`config.mk`:
```
export PLATFORM = sky130hd
export DESIGN_NAME = tracker_binary_record_parser
export DESIGN_NICKNAME = d
export VERILOG_FILES = /design/src/design/tbrp_pkg.sv /design/src/design/tracker_binary_record_parser.sv
export VERILOG_INCLUDE_DIRS = /design/src /design/src/design
export SDC_FILE = /design/constraint.sdc
export NUM_CORES = 1
export LEC_CHECK = 0
export ABC_AREA = 1
export BUFFER_PORTS_ARGS = -buffer_cell sky130_fd_sc_hd__buf_2
export CAP_MARGIN = 10
export CORE_MARGIN = 4
export CORE_UTILIZATION = 50
export DETAILED_ROUTE_END_ITERATION = 16
export PLACE_DENSITY = 0.72
export SYNTH_ARGS = -nofsm -noshare
export SYNTH_HDL_FRONTEND = slang
export SYNTH_SLANG_ARGS = --single-unit
```
`constraint.sdc`:
```
create_clock -name clock -period 10.1 [get_ports clock]
set_input_delay 2.02 -clock clock [delete_from_list [all_inputs] [get_ports clock]]
set_output_delay 2.02 -clock clock [all_outputs]
set_load 0.05 [all_outputs]
```
`src/design/assert_macros.svh`:
```
// Assertion helpers shared by the RTL.
`ifndef ASSERT_MACROS_SVH
`define ASSERT_MACROS_SVH

// Same-cycle implication, disabled while reset is high.
`define ASSERT_NOW(label, clk, rst, cond, expr, msg) \
   label: assert property (@(posedge clk) disable iff (rst) (cond) |-> (expr)) \
      else $error(msg);

// Next-cycle implication, disabled while reset is high.
`define ASSERT_NEXT(label, clk, rst, cond, expr, msg) \
   label: assert property (@(posedge clk) disable iff (rst) (cond) |=> (expr)) \
      else $error(msg);

`endif

```
`src/design/tbrp_pkg.sv`:
```
package tbrp_pkg;

   localparam int REC_LEN      = 20;
   localparam int GROUP_LEN    = 8;
   localparam int TAIL_LEN     = 4;
   localparam int DATA_LEN     = 17;
   localparam int MAX_STATIONS = 2;

   localparam logic [7:0] STATION_BASE = 8'd49;
   localparam logic [7:0] CHAR_AT      = 8'h40;
   localparam logic [7:0] CHAR_STAR    = 8'h2A;

   localparam logic [1:0] STATION_COUNT_RESET = 2'd2;
   localparam logic [1:0] BUTTON_MASK_RESET   = 2'd0;

   typedef enum logic [0:0] {
      CSR_STATION_COUNT = 1'b0,
      CSR_BUTTON_MASK   = 1'b1
   } csr_index_type;

   typedef enum logic [1:0] {
      STATUS_GOOD        = 2'd0,
      STATUS_STRAY       = 2'd1,
      STATUS_BAD_STATION = 2'd2
   } status_type;

   typedef struct packed {
      status_type         status;
      logic               station;
      logic signed [15:0] pos_x;
      logic signed [15:0] pos_y;
      logic signed [15:0] pos_z;
      logic signed [15:0] quat_w;
      logic signed [15:0] quat_x;
      logic signed [15:0] quat_y;
      logic signed [15:0] quat_z;
      logic               button_valid;
      logic               button_pressed;
   } result_type;

endpackage

```
`src/design/tracker_binary_record_parser.sv`:
```
// Binary record parser for a motion tracker serial link. Feed one received byte per
// req_ transfer; bytes are dropped until one arrives with its top bit set, which opens a
// 20-byte record. The transfer that carries the 20th byte produces exactly one rsp_
// transfer: record_status 0 with station, three raw position counts, four raw
// quaternion counts and stylus button state, or status 1 (a later byte had its top bit
// set) or 2 (station digit out of range), with every other field zero. A byte is taken
// in every cycle while req_stall is low. The record decode is pure wiring plus compares
// between the stored bytes and a single result register, so the result appears in the
// cycle after its last byte. The only back pressure is that result register: req_stall
// is high while a result waits and rsp_stall holds it. station_count and button_mask
// reset to 2 and 0. Write them only while the link is idle; the block does not enforce it.
`include "assert_macros.svh"

module tracker_binary_record_parser
   import tbrp_pkg::*;
(
   input  logic               clock,
   input  logic               reset,
   input  logic               req_valid,
   output logic               req_stall,
   input  logic [7:0]         req_rx_byte,
   output logic               rsp_valid,
   input  logic               rsp_stall,
   output logic [1:0]         rsp_record_status,
   output logic               rsp_station,
   output logic signed [15:0] rsp_pos_x,
   output logic signed [15:0] rsp_pos_y,
   output logic signed [15:0] rsp_pos_z,
   output logic signed [15:0] rsp_quat_w,
   output logic signed [15:0] rsp_quat_x,
   output logic signed [15:0] rsp_quat_y,
   output logic signed [15:0] rsp_quat_z,
   output logic               rsp_button_valid,
   output logic               rsp_button_pressed,
   input  logic               csr_write,
   input  logic [0:0]         csr_index,
   input  logic [1:0]         csr_data
);

   localparam int          CNT_W         = $clog2(REC_LEN);
   localparam logic [CNT_W-1:0] LAST_INDEX = CNT_W'(REC_LEN - 1);
   localparam logic [3:0]  MAX_STATIONS_W = 4'(MAX_STATIONS);

   // configuration
   logic [1:0]       station_count_ff;
   logic [1:0]       button_mask_ff;

   // record capture
   logic             in_record_ff;
   logic             in_record_in;
   logic [CNT_W-1:0] byte_count_ff;
   logic [CNT_W-1:0] byte_count_in;
   logic             stray_ff;
   logic             stray_in;
   logic [7:0]       rec_ff [REC_LEN-1];

   // result register
   logic             rsp_valid_ff;
   logic             rsp_valid_in;
   result_type       result_ff;
   result_type       result_in;

   logic             req_accept;
   logic             last_byte;
   logic             stray_any;
   logic [7:0]       rec_all [REC_LEN];
   logic [7:0]       dec [DATA_LEN];
   logic [7:0]       station_diff;
   logic [3:0]       station_limit;
   logic             station_ok;
   logic             has_button;

   // Hold new bytes only while a finished result is stalled at the output.
   assign req_stall  = rsp_valid_ff && rsp_stall;
   assign req_accept = req_valid && !req_stall;
   assign last_byte  = in_record_ff && (byte_count_ff == LAST_INDEX);
   assign stray_any  = stray_ff || req_rx_byte[7];

   always_ff @(posedge clock) begin
      if (reset) begin
         station_count_ff <= STATION_COUNT_RESET;
         button_mask_ff   <= BUTTON_MASK_RESET;
      end else if (csr_write) begin
         unique case (csr_index_type'(csr_index))
            CSR_STATION_COUNT: station_count_ff <= csr_data;
            CSR_BUTTON_MASK:   button_mask_ff   <= csr_data;
            default:           ;
         endcase
      end
   end

   // Capture sequencing: hunt for a sync byte, then count 19 more bytes.
   always_comb begin
      in_record_in  = in_record_ff;
      byte_count_in = byte_count_ff;
      stray_in      = stray_ff;
      if (req_accept) begin
         if (!in_record_ff) begin
            if (req_rx_byte[7]) begin
               in_record_in  = 1'b1;
               byte_count_in = CNT_W'(1);
               stray_in      = 1'b0;
            end
         end else if (last_byte) begin
            in_record_in  = 1'b0;
            byte_count_in = '0;
            stray_in      = 1'b0;
         end else begin
            byte_count_in = byte_count_ff + CNT_W'(1);
            stray_in      = stray_any;
         end
      end
   end

   always_ff @(posedge clock) begin
      if (reset) begin
         in_record_ff  <= 1'b0;
         byte_count_ff <= '0;
         stray_ff      <= 1'b0;
      end else begin
         in_record_ff  <= in_record_in;
         byte_count_ff <= byte_count_in;
         stray_ff      <= stray_in;
      end
   end

   // Store bytes 0..18; the 20th byte is decoded straight from the input.
   always_ff @(posedge clock) begin
      if (req_accept) begin
         if (!in_record_ff && req_rx_byte[7]) begin
            rec_ff[0] <= req_rx_byte;
         end else if (in_record_ff && !last_byte) begin
            rec_ff[byte_count_ff] <= req_rx_byte;
         end
      end
   end

   // Restore the eighth bits: each group's closing byte carries them from bit 0 up.
   always_comb begin
      for (int i = 0; i < REC_LEN - 1; i++) begin
         rec_all[i] = rec_ff[i];
      end
      rec_all[REC_LEN-1] = req_rx_byte;
      for (int k = 0; k < GROUP_LEN - 1; k++) begin
         dec[k] = rec_all[k] | {rec_all[GROUP_LEN-1][k], 7'b0};
         dec[GROUP_LEN-1+k] = rec_all[GROUP_LEN+k] | {rec_all[2*GROUP_LEN-1][k], 7'b0};
      end
      for (int k = 0; k < TAIL_LEN - 1; k++) begin
         dec[2*(GROUP_LEN-1)+k] = rec_all[2*GROUP_LEN+k] | {rec_all[REC_LEN-1][k], 7'b0};
      end
   end

   // Station digit is ASCII based at '1'; clamp the active count to the build limit.
   assign station_diff  = dec[1] - STATION_BASE;
   assign station_limit = ({2'b0, station_count_ff} > MAX_STATIONS_W) ?
                          MAX_STATIONS_W : {2'b0, station_count_ff};
   assign station_ok    = (dec[1] >= STATION_BASE) &&
                          (station_diff < {4'b0, station_limit});
   assign has_button    = (station_diff < 8'd2) && button_mask_ff[station_diff[0]];

   always_comb begin
      result_in = '0;
      if (stray_any) begin
         result_in.status = STATUS_STRAY;
      end else if (!station_ok) begin
         result_in.status = STATUS_BAD_STATION;
      end else begin
         result_in.status  = STATUS_GOOD;
         result_in.station = station_diff[0];
         result_in.pos_x   = $signed({dec[4],  dec[3]});
         result_in.pos_y   = $signed({dec[6],  dec[5]});
         result_in.pos_z   = $signed({dec[8],  dec[7]});
         result_in.quat_w  = $signed({dec[10], dec[9]});
         result_in.quat_x  = $signed({dec[12], dec[11]});
         result_in.quat_y  = $signed({dec[14], dec[13]});
         result_in.quat_z  = $signed({dec[16], dec[15]});
         if (has_button && (dec[2] == CHAR_AT || dec[2] == CHAR_STAR)) begin
            result_in.button_valid   = 1'b1;
            result_in.button_pressed = (dec[2] == CHAR_AT);
         end
      end
   end

   // Load a result on the closing byte; drop it once the downstream side takes it.
   always_comb begin
      rsp_valid_in = rsp_valid_ff && rsp_stall;
      if (req_accept && last_byte) begin
         rsp_valid_in = 1'b1;
      end
   end

   always_ff @(posedge clock) begin
      if (reset) begin
         rsp_valid_ff <= 1'b0;
      end else begin
         rsp_valid_ff <= rsp_valid_in;
      end
   end

   always_ff @(posedge clock) begin
      if (req_accept && last_byte) begin
         result_ff <= result_in;
      end
   end

   assign rsp_valid          = rsp_valid_ff;
   assign rsp_record_status  = result_ff.status;
   assign rsp_station        = result_ff.station;
   assign rsp_pos_x          = result_ff.pos_x;
   assign rsp_pos_y          = result_ff.pos_y;
   assign rsp_pos_z          = result_ff.pos_z;
   assign rsp_quat_w         = result_ff.quat_w;
   assign rsp_quat_x         = result_ff.quat_x;
   assign rsp_quat_y         = result_ff.quat_y;
   assign rsp_quat_z         = result_ff.quat_z;
   assign rsp_button_valid   = result_ff.button_valid;
   assign rsp_button_pressed = result_ff.button_pressed;

   `ASSERT_NEXT(a_result_after_last, clock, reset, req_accept && last_byte, rsp_valid_ff, "closing byte gave no result")
   `ASSERT_NOW(a_count_in_record, clock, reset, in_record_ff, (byte_count_ff != '0) && (byte_count_ff <= LAST_INDEX), "byte count out of range in record")
   `ASSERT_NOW(a_count_hunting, clock, reset, !in_record_ff, byte_count_ff == '0, "byte count nonzero while hunting")
   `ASSERT_NOW(a_error_zero_fields, clock, reset, rsp_valid_ff && (result_ff.status != STATUS_GOOD), (result_ff.pos_x == 16'sd0) && !result_ff.button_valid && !result_ff.station, "rejected record carries data")

endmodule

```
# Yosys cells after proc, flatten, opt, wreduce, memory -nomap -nowiden
# Memories as Yosys holds them, arrays and structs flattened.
# Cells that the tools add are included.
totals:
  n_memories: 1
  wordCells: 93
  regBits: 129
  mem_bits_rw: 152
op_classes:
  muxes: 25
  n_lt_le_gt_ge: 5
  bitwise_logic: 19
  reduce_logical: 21
  addsub: 2
  n_eq_ne: 3
memory_table:
  columns: ["name", "words", "word_bits", "read_ports", "rd_clocked_by_memory_dff", "wr", "line", "text"]
  rows:
  - ["rec_ff", 19, 8, 18, 0, 1, "tracker_binary_record_parser.sv:55", "logic [7:0] rec_ff [REC_LEN-1];"]
op_table:
  columns: ["op", "n"]
  rows:
  - ["$or 8x8->8", 16]
  - ["$mux 5", 4]
  - ["$mux 1", 17]
  - ["$logic_and 1x1->1", 9]
  - ["$eq 8x6->1 const B", 1]
  - ["$eq 8x7->1 const B", 1]
  - ["$ge 8x6->1 const B", 1]
  - ["$lt 8x2->1", 1]
  - ["$lt 8x2->1 const B", 1]
  - ["$mux 8", 1]
  - ["$reduce_or 8->1", 1]
  - ["$sub 8x6->8 const B", 1]
  - ["$mux 2", 3]
  - ["$reduce_and 2->1", 3]
  - ["$add 5x1->5 const B", 1]
  - ["$eq 5x5->1 const B", 1]
  - ["$logic_not 1->1", 3]
  - ["$not 1->1", 3]
  - ["$reduce_or 3->1", 1]
  - ["$gt 2x2->1 const B", 1]
  - ["$logic_or 1x1->1", 2]
  - ["$lt 1x2->1 const B", 1]
  - ["$reduce_bool 2->1", 1]
  - ["$reduce_or 2->1", 1]

# Longest topological paths before layout
# Gate-level depths: netlist of run 1.
logic_depth:
  depth_word: 10
  mapped_depth: 13
  ltp_nobuf: 11

# Worst setup path before layout of run 1
# No wires, ideal clock.
synth_timing:
  kind: "input port to flip-flop"
  from: "in rsp_stall"
  to: "reg result_ff, in the netlist rsp_button_pressed, enable pin"
  path_buffers: 0
  stages: 3
  setup_slack_ns: 2.371
  arrival_time_ns: 7.131
  setup_ns: 0.598
  cell_sequence: "nand2_1 -> nand2_1 -> nor2_1"
synth_between:
  elab_chain_cells: 4
synth_rtl:
  columns: ["item", "line", "text"]
  rows:
  - ["start: declaration", "tracker_binary_record_parser.sv:23", "input logic rsp_stall,"]
  - ["$logic_and 1x1->1", "tracker_binary_record_parser.sv:74", "assign req_stall = rsp_valid_ff && rsp_stall;"]
  - ["$logic_not 1->1", "tracker_binary_record_parser.sv:75", "assign req_accept = req_valid && !req_stall;"]
  - ["$logic_and 1x1->1", "tracker_binary_record_parser.sv:75", null]
  - ["$logic_and 1x1->1", "tracker_binary_record_parser.sv:201", "if (req_accept && last_byte) begin"]
  - ["end signal: assignment", "tracker_binary_record_parser.sv:202", "result_ff <= result_in;"]
  - ["end: declaration", "tracker_binary_record_parser.sv:60", "result_type result_ff;"]
# Every way passes these cells.
# A chain may end at the register's enable or synchronous reset.

# Worst setup path in the final report of run 1
layout_timing:
  from: "in rsp_stall"
  to: "out req_stall"
layout_between:
  elab_chain_cells: 1
layout_rtl:
  columns: ["item", "line", "text"]
  rows:
  - ["$logic_and 1x1->1", "tracker_binary_record_parser.sv:74", null]
  - ["end: declaration", "tracker_binary_record_parser.sv:20", "output logic req_stall,"]
# Every way passes these cells.

==> run summary, run 1 <==
Area leader, netlist: edfxtp_1
Ant diodes: 0
Final non-filler cell total: 1101
Hold_buf cts: 0
Vias: 5088
TritonCTS Buffers: 26
Hold slack: 0.457 ns
Setup TNS: 0 ns
Die Y: 151 µm
Final number of setup-violating endpoints: 0
Synth top area share: 75.8%
Initial Utilization: 50.7%
Placed cell count: 1057
Number of synthesized flops with an enable pin: 258
FF-to-FF Start: rec_ff[1][0]
Fin crit period: 4.50 ns
Data arrival, critical path: 2.48 ns
Synth async-reset ratio: 0%
P per Cell Area: 179 mW/mm²
RSZ-0062 raised after global routing: false
Initial antenna violation count: 0
Residual DRC: 0
Mean Syn Cell Area: 15.4 µm²
Max transition margin: 28.4%
Cells after synthesis: 662
Reg2reg end: rsp_pos_z[11]
DP Wirelength: 10800 µm
Most frequent cells after synthesis: edfxtp_1 (258), inv_1 (130), nor2_1 (99)
Hold_sp: button_mask_ff[0]
Hold Crit Depth: 2
Reg area: 0.00799 mm²
Final Hold Vio Count: 0
Multi-input gate area: 0.00158 mm²
Mapped Nets: 681
Row count: 52
CP Launch Type: primary input
Clock root buffer: clkbuf_16
Clock Sinks: 270
FMAX: 222 MHz
Netlist cell types: 23
Vias in the first global route: 5023
Global-route wire length before repair: 27400 µm
Drt first pass iters: 4
Synth warn: 0
Cell Area, Synth: 0.0102 mm²
Lkg Pwr: 4.55 nW
DR vias/cell: 4.62
Skew-Pair Late Insertion Delay: 0.51 ns
Flip-flop and latch count after synthesis: 270
Period utilization: 44.6%
Setup Buffers After CTS: 0
Worst Hold Class: register to register
DRT iter0 DRCs: 311
WS Path Type: primary input to output pin
Worst Hold Path EP: button_mask_ff[0]
DR WL/cell: 15.9 µm
Slew Viols, Final: 0
Maximum vdd drop: 109 µV
Worst Reg-to-Reg Cells: 10
CTS tree: yes
Filler cell count: 1606
Die width: 151 µm
Grt ovf: 0
P&R area growth vs syn: 16.2%
GPL Wtd Cong: 0.810
Max FO, Critical Path: 2
Required @ worst endpoint: 8.08 ns
# resized after CTS: 0
Routed WL: 17600 µm
Die area: 0.0228 mm²
Seq/Total Area, Yosys: 78.1%
Clk buf depth: 3
CTS H-Tree Depth: 1
Total track usage: 15.7%
Fin Clk Skew: 0.0127 ns
Input/output buffers: 134
Critical Path End Type: output pin
Clk slew on worst S/H paths: 0.06 ns
Final ANT Viol Nets: 0
Top post-synthesis cells by area: edfxtp_1 (76%), nor2_4 (7.8%), inv_1 (4.8%), nor2_1 (3.6%), dfxtp_1 (2.3%)
NumNets Final: 834
Share of cells above drive strength 1: 30.1%
Worst-margin pin slew: 1.07 ns
Core area: 0.0202 mm²
Synth Flop Type: edfxtp_1
Status: finished, final reports clean
R2R setup slack: 7.01 ns
Total power: 2.13 mW
Max_cap viols: 0
Largest net degree at the start of global routing: 81
# IOs: 135
Count leader, synth: edfxtp_1
[worst max path at each step]
stage                         startpoint            endpoint  slack, ns  cells after the start
after floorplan                rsp_stall  rsp_button_pressed       2.37                      3
after global placement         rsp_stall           req_stall       5.60                      4
after detailed placement  req_rx_byte[7]         rsp_station       5.53                      7
after CTS                      rsp_stall           req_stall       5.59                      4
after global routing           rsp_stall           req_stall       5.54                      4
final                          rsp_stall           req_stall       5.60                      4
[cells by family after synthesis]
logic type	count (synthesis)	synth area share, %
AO/OA/AOI/OAI	14	0.759
XOR/XNOR	3	0.257
adder cells (fa/ha/maj)	3	0.367
buffers and inverters	145	6.55
flip-flops	270	78.1
AND/OR/NAND/NOR	227	14.0
[metrics by stage]
step	setup WS, ns	area [µm²]	utilization, %
5_1_grt	5.54	11900	58.9
6_report	5.60	11900	58.9
3_5_place_dp	5.53	11100	55.1
4_1_cts	5.59	11900	58.9
2_1_floorplan	2.37	10200	-
3_3_place_gp	5.60	11100	55.1
[worst max-delay path: stages]
cell and delay (ns):
buf_2 0.08, nand2_1 0.06, inv_1 0.07, buf_2 0.26
[flip-flops by register name, summed over array words and instances (netlist names), 2 cells and up]
register	count
button_mask_ff	2
byte_count_ff	5
rec_ff	141
rsp_pos_x	16
rsp_pos_y	16
rsp_pos_z	16
rsp_quat_w	16
rsp_quat_x	16
rsp_quat_y	16
rsp_quat_z	16
rsp_record_status	2
station_count_ff	2
[routing by layer]
metal	wire (µm)	vias up	global-route usage, %
met5	0	-	0
met4	345	0	4.53
met3	1030	28	2.57
met2	8740	143	25.9
met1	7440	2438	21.8
li1	-	2479	-
[power breakdown]
group | internal (mW) | switching (mW) | total, mW
Clock | 0.508 | 0.374 | 0.882
Sequential | 1.22 | 0.00143 | 1.22
Combinational | 0.00544 | 0.0215 | 0.0269
[area by class of cell]
cell class | count | share of cell area (%)
flip-flops and latches | 270 | 67.2
multi-input cells | 247 | 13.3
repair buffers | 137 | 5.83
clock buffers | 31 | 5.81
inverters | 133 | 4.26
well taps | 270 | 2.84
clock inverters | 13 | 0.716
[cells in the final DEF, fill, tap and decap left out, drive strengths merged]
| master | netlist | layout |
|---|---|---|
| edfxtp | 258 | 258 |
| nor2 | 170 | 170 |
| buf | 12 | 137 |
| inv | 133 | 133 |
| nand2 | 36 | 36 |
| clkbuf | 0 | 31 |
| nand3 | 15 | 15 |
| dfxtp | 12 | 12 |
| clkinv | 0 | 11 |
| a21oi | 8 | 8 |
| nor3 | 4 | 4 |
| o21ai | 3 | 3 |
| xor2 | 3 | 3 |
| ha | 3 | 3 |
| o211ai | 2 | 2 |
| nor4 | 1 | 1 |
| nand4 | 1 | 1 |
| a211oi | 1 | 1 |
| clkinvlp | 0 | 1 |
| bufinv | 0 | 1 |
Power figures use the tool's default switching activity.
==> run 2: changes to the inputs <==
Clock period 10.1 ns to 4.6 ns, I/O delays scaled along.
==> run 2 against run 1 <==
- global-route usage shrank 0.53 points
- register-to-register slack lost 5.1 ns
- hold slack gained 0.0033 ns
- total power grew 130%
- non-clock buffer count grew 1
- flip-flop and latch count is the same
- highest routed layer unchanged
- via count shrank 0.67%
- wire length shrank 1.6%
- cell area grew 1.2%
- worst setup slack lost 3.7 ns
- utilization grew 0.68 points
- clock power grew 150%
- critical endpoint is now rsp_pos_y[3]
==> run summary, run 2 (synthesis results as in run 1) <==
Critical Path End Type: register
Max reg flops: 141
Share of cells above drive strength 1: 30.8%
Setup TNS: 0 ns
P per Cell Area: 409 mW/mm²
Clk slew on worst S/H paths: 0.06 ns
Switching Fraction: 18.8%
Worst Hold Class: register to register
Most flops, register: rec_ff
Die Y: 151 µm
RSZ-0062 raised after global routing: false
Fin Clk Skew: 0.0151 ns
Final core utilization: 59.6%
Max FO, Critical Path: 89
# IOs: 135
FMAX: 376 MHz
Psw: 0.924 mW
Setup Buffers After CTS: 0
Clock root buffer: clkbuf_16
Total power: 4.92 mW
DR vias/cell: 4.56
Ant diodes: 0
Hold_buf cts: 0
NumNets Final: 836
Status: finished, final reports clean
DR WL/cell: 15.6 µm
Clk buf depth: 3
WS Path Type: register to register
Share of total power in combinational logic: 1.2%
Skew-Pair Late Insertion Delay: 0.52 ns
Die width: 151 µm
CTS H-Tree Depth: 1
Setup ws final: 1.94 ns
Residual DRC: 0
Total track usage: 15.1%
Die area: 0.0228 mm²
Fin crit period: 2.66 ns
# resized after CTS: 0
CTS tree: yes
Input/output buffers: 134
Max_cap viols: 0
DRT iter0 DRCs: 330
Commonest cells after routing, fill and taps aside: edfxtp_1 (258), buf_2 (134), inv_1 (130)
Final number of setup-violating endpoints: 0
Lkg Pwr: 4.61 nW
Most common cell after layout, fill and taps aside: edfxtp_1
Drt first pass iters: 7
Power Internal: 3.99 mW
Fin area: 0.0120 mm²
GPL Wtd Cong: 0.850
DP Wirelength: 10600 µm
Data arrival, critical path: 2.94 ns
Required @ worst endpoint: 4.88 ns
Maximum vdd drop: 283 µV
Worst Reg-to-Reg Cells: 10
Initial antenna violation count: 0
Global-route wire length before repair: 26300 µm
Grt ovf: 0
Clock Sinks: 270
Initial Utilization: 50.7%
Vias in the first global route: 4845
DP Worst Slack: 1.51 ns
Routed WL: 17300 µm
Clock Power Share: 44.3%
Largest net degree at the start of global routing: 90
Hold Crit Depth: 2
TritonCTS Buffers: 27
CP Launch Type: register
Final ANT Viol Nets: 0
Filler cell count: 1578
Period utilization: 57.9%
Final Hold Vio Count: 0
Max transition margin: 31.1%
Row count: 52
Placed Area: 0.0111 mm²
Core area: 0.0202 mm²
Reg area: 0.00799 mm²
Worst-margin pin slew: 1.03 ns
P&R area growth vs syn: 17.6%
Vias: 5054
Sequential group share of total power: 54.5%
Slew Viols, Final: 0
Multi-input gate area: 0.00158 mm²
-- run 2: changes by cell type in the layout (fill, tap and decap cells not counted) --
cell / before / now
inv_6: 0 / 2
clkinv_4: 0 / 1
clkinv_2: 5 / 6
clkinv_1: 6 / 5
bufinv_16: 1 / 4
buf_12: 0 / 1
-- run 2: power groups by stage --
stage / registers (mW) / logic [mW] / clock network [mW]
3_3_place_gp: 2.73 / 0.0591 / 0
2_1_floorplan: 2.73 / 0.0194 / 0
3_5_place_dp: 2.73 / 0.0601 / 0
5_1_grt: 2.68 / 0.0659 / 2.32
6_report: 2.68 / 0.0591 / 2.18
4_1_cts: 2.68 / 0.0608 / 2.22
-- run 2: layout make-up --
| class | instances | share of cell area [%] |
|---|---|---|
| clock buffers | 31 | 5.75 |
| clock inverters | 19 | 1.69 |
| inverters | 133 | 4.22 |
| multi-input cells | 247 | 13.2 |
| flip-flops and latches | 270 | 66.5 |
| well taps | 270 | 2.81 |
| repair buffers | 138 | 5.93 |
-- run 2: final timing paths --
kind                        to  slack [ns]              start
max               rsp_pos_y[3]        1.94       rec_ff[1][0]
min          button_mask_ff[1]        0.46  button_mask_ff[1]
max reg2reg       rsp_pos_y[3]        1.94       rec_ff[1][0]
min reg2reg  button_mask_ff[1]        0.46  button_mask_ff[1]
-- run 2: worst max-delay path: stages, from the launching register on --
cell and delay (ns):
edfxtp_1 0.42, inv_2 0.08, ha_1 0.28, inv_1 0.05, ha_1 0.27, nand2_1 0.07, nand3_2 0.11, nor2_4 0.06
inv_8 0.60, buf_4 0.37, nor2_1 0.06
-- run 2: through the flow --
stage,std cells,hold WS (ns)
after floorplan,662,0.429
after global placement,1058,0.450
after detailed placement,1058,0.451
after CTS,1108,0.460
after global routing,1108,0.471
final,1108,0.461
-- run 2: per-layer routing --
metal  vias to the layer above  global-route usage [%]  share of wire, %
li1                       2483                       -                 -
met1                      2384                    20.5                42
met2                       152                    25.4                50
met3                        35                    2.51               5.4
met4                         0                    4.58               2.5
met5                         -                       0                 0
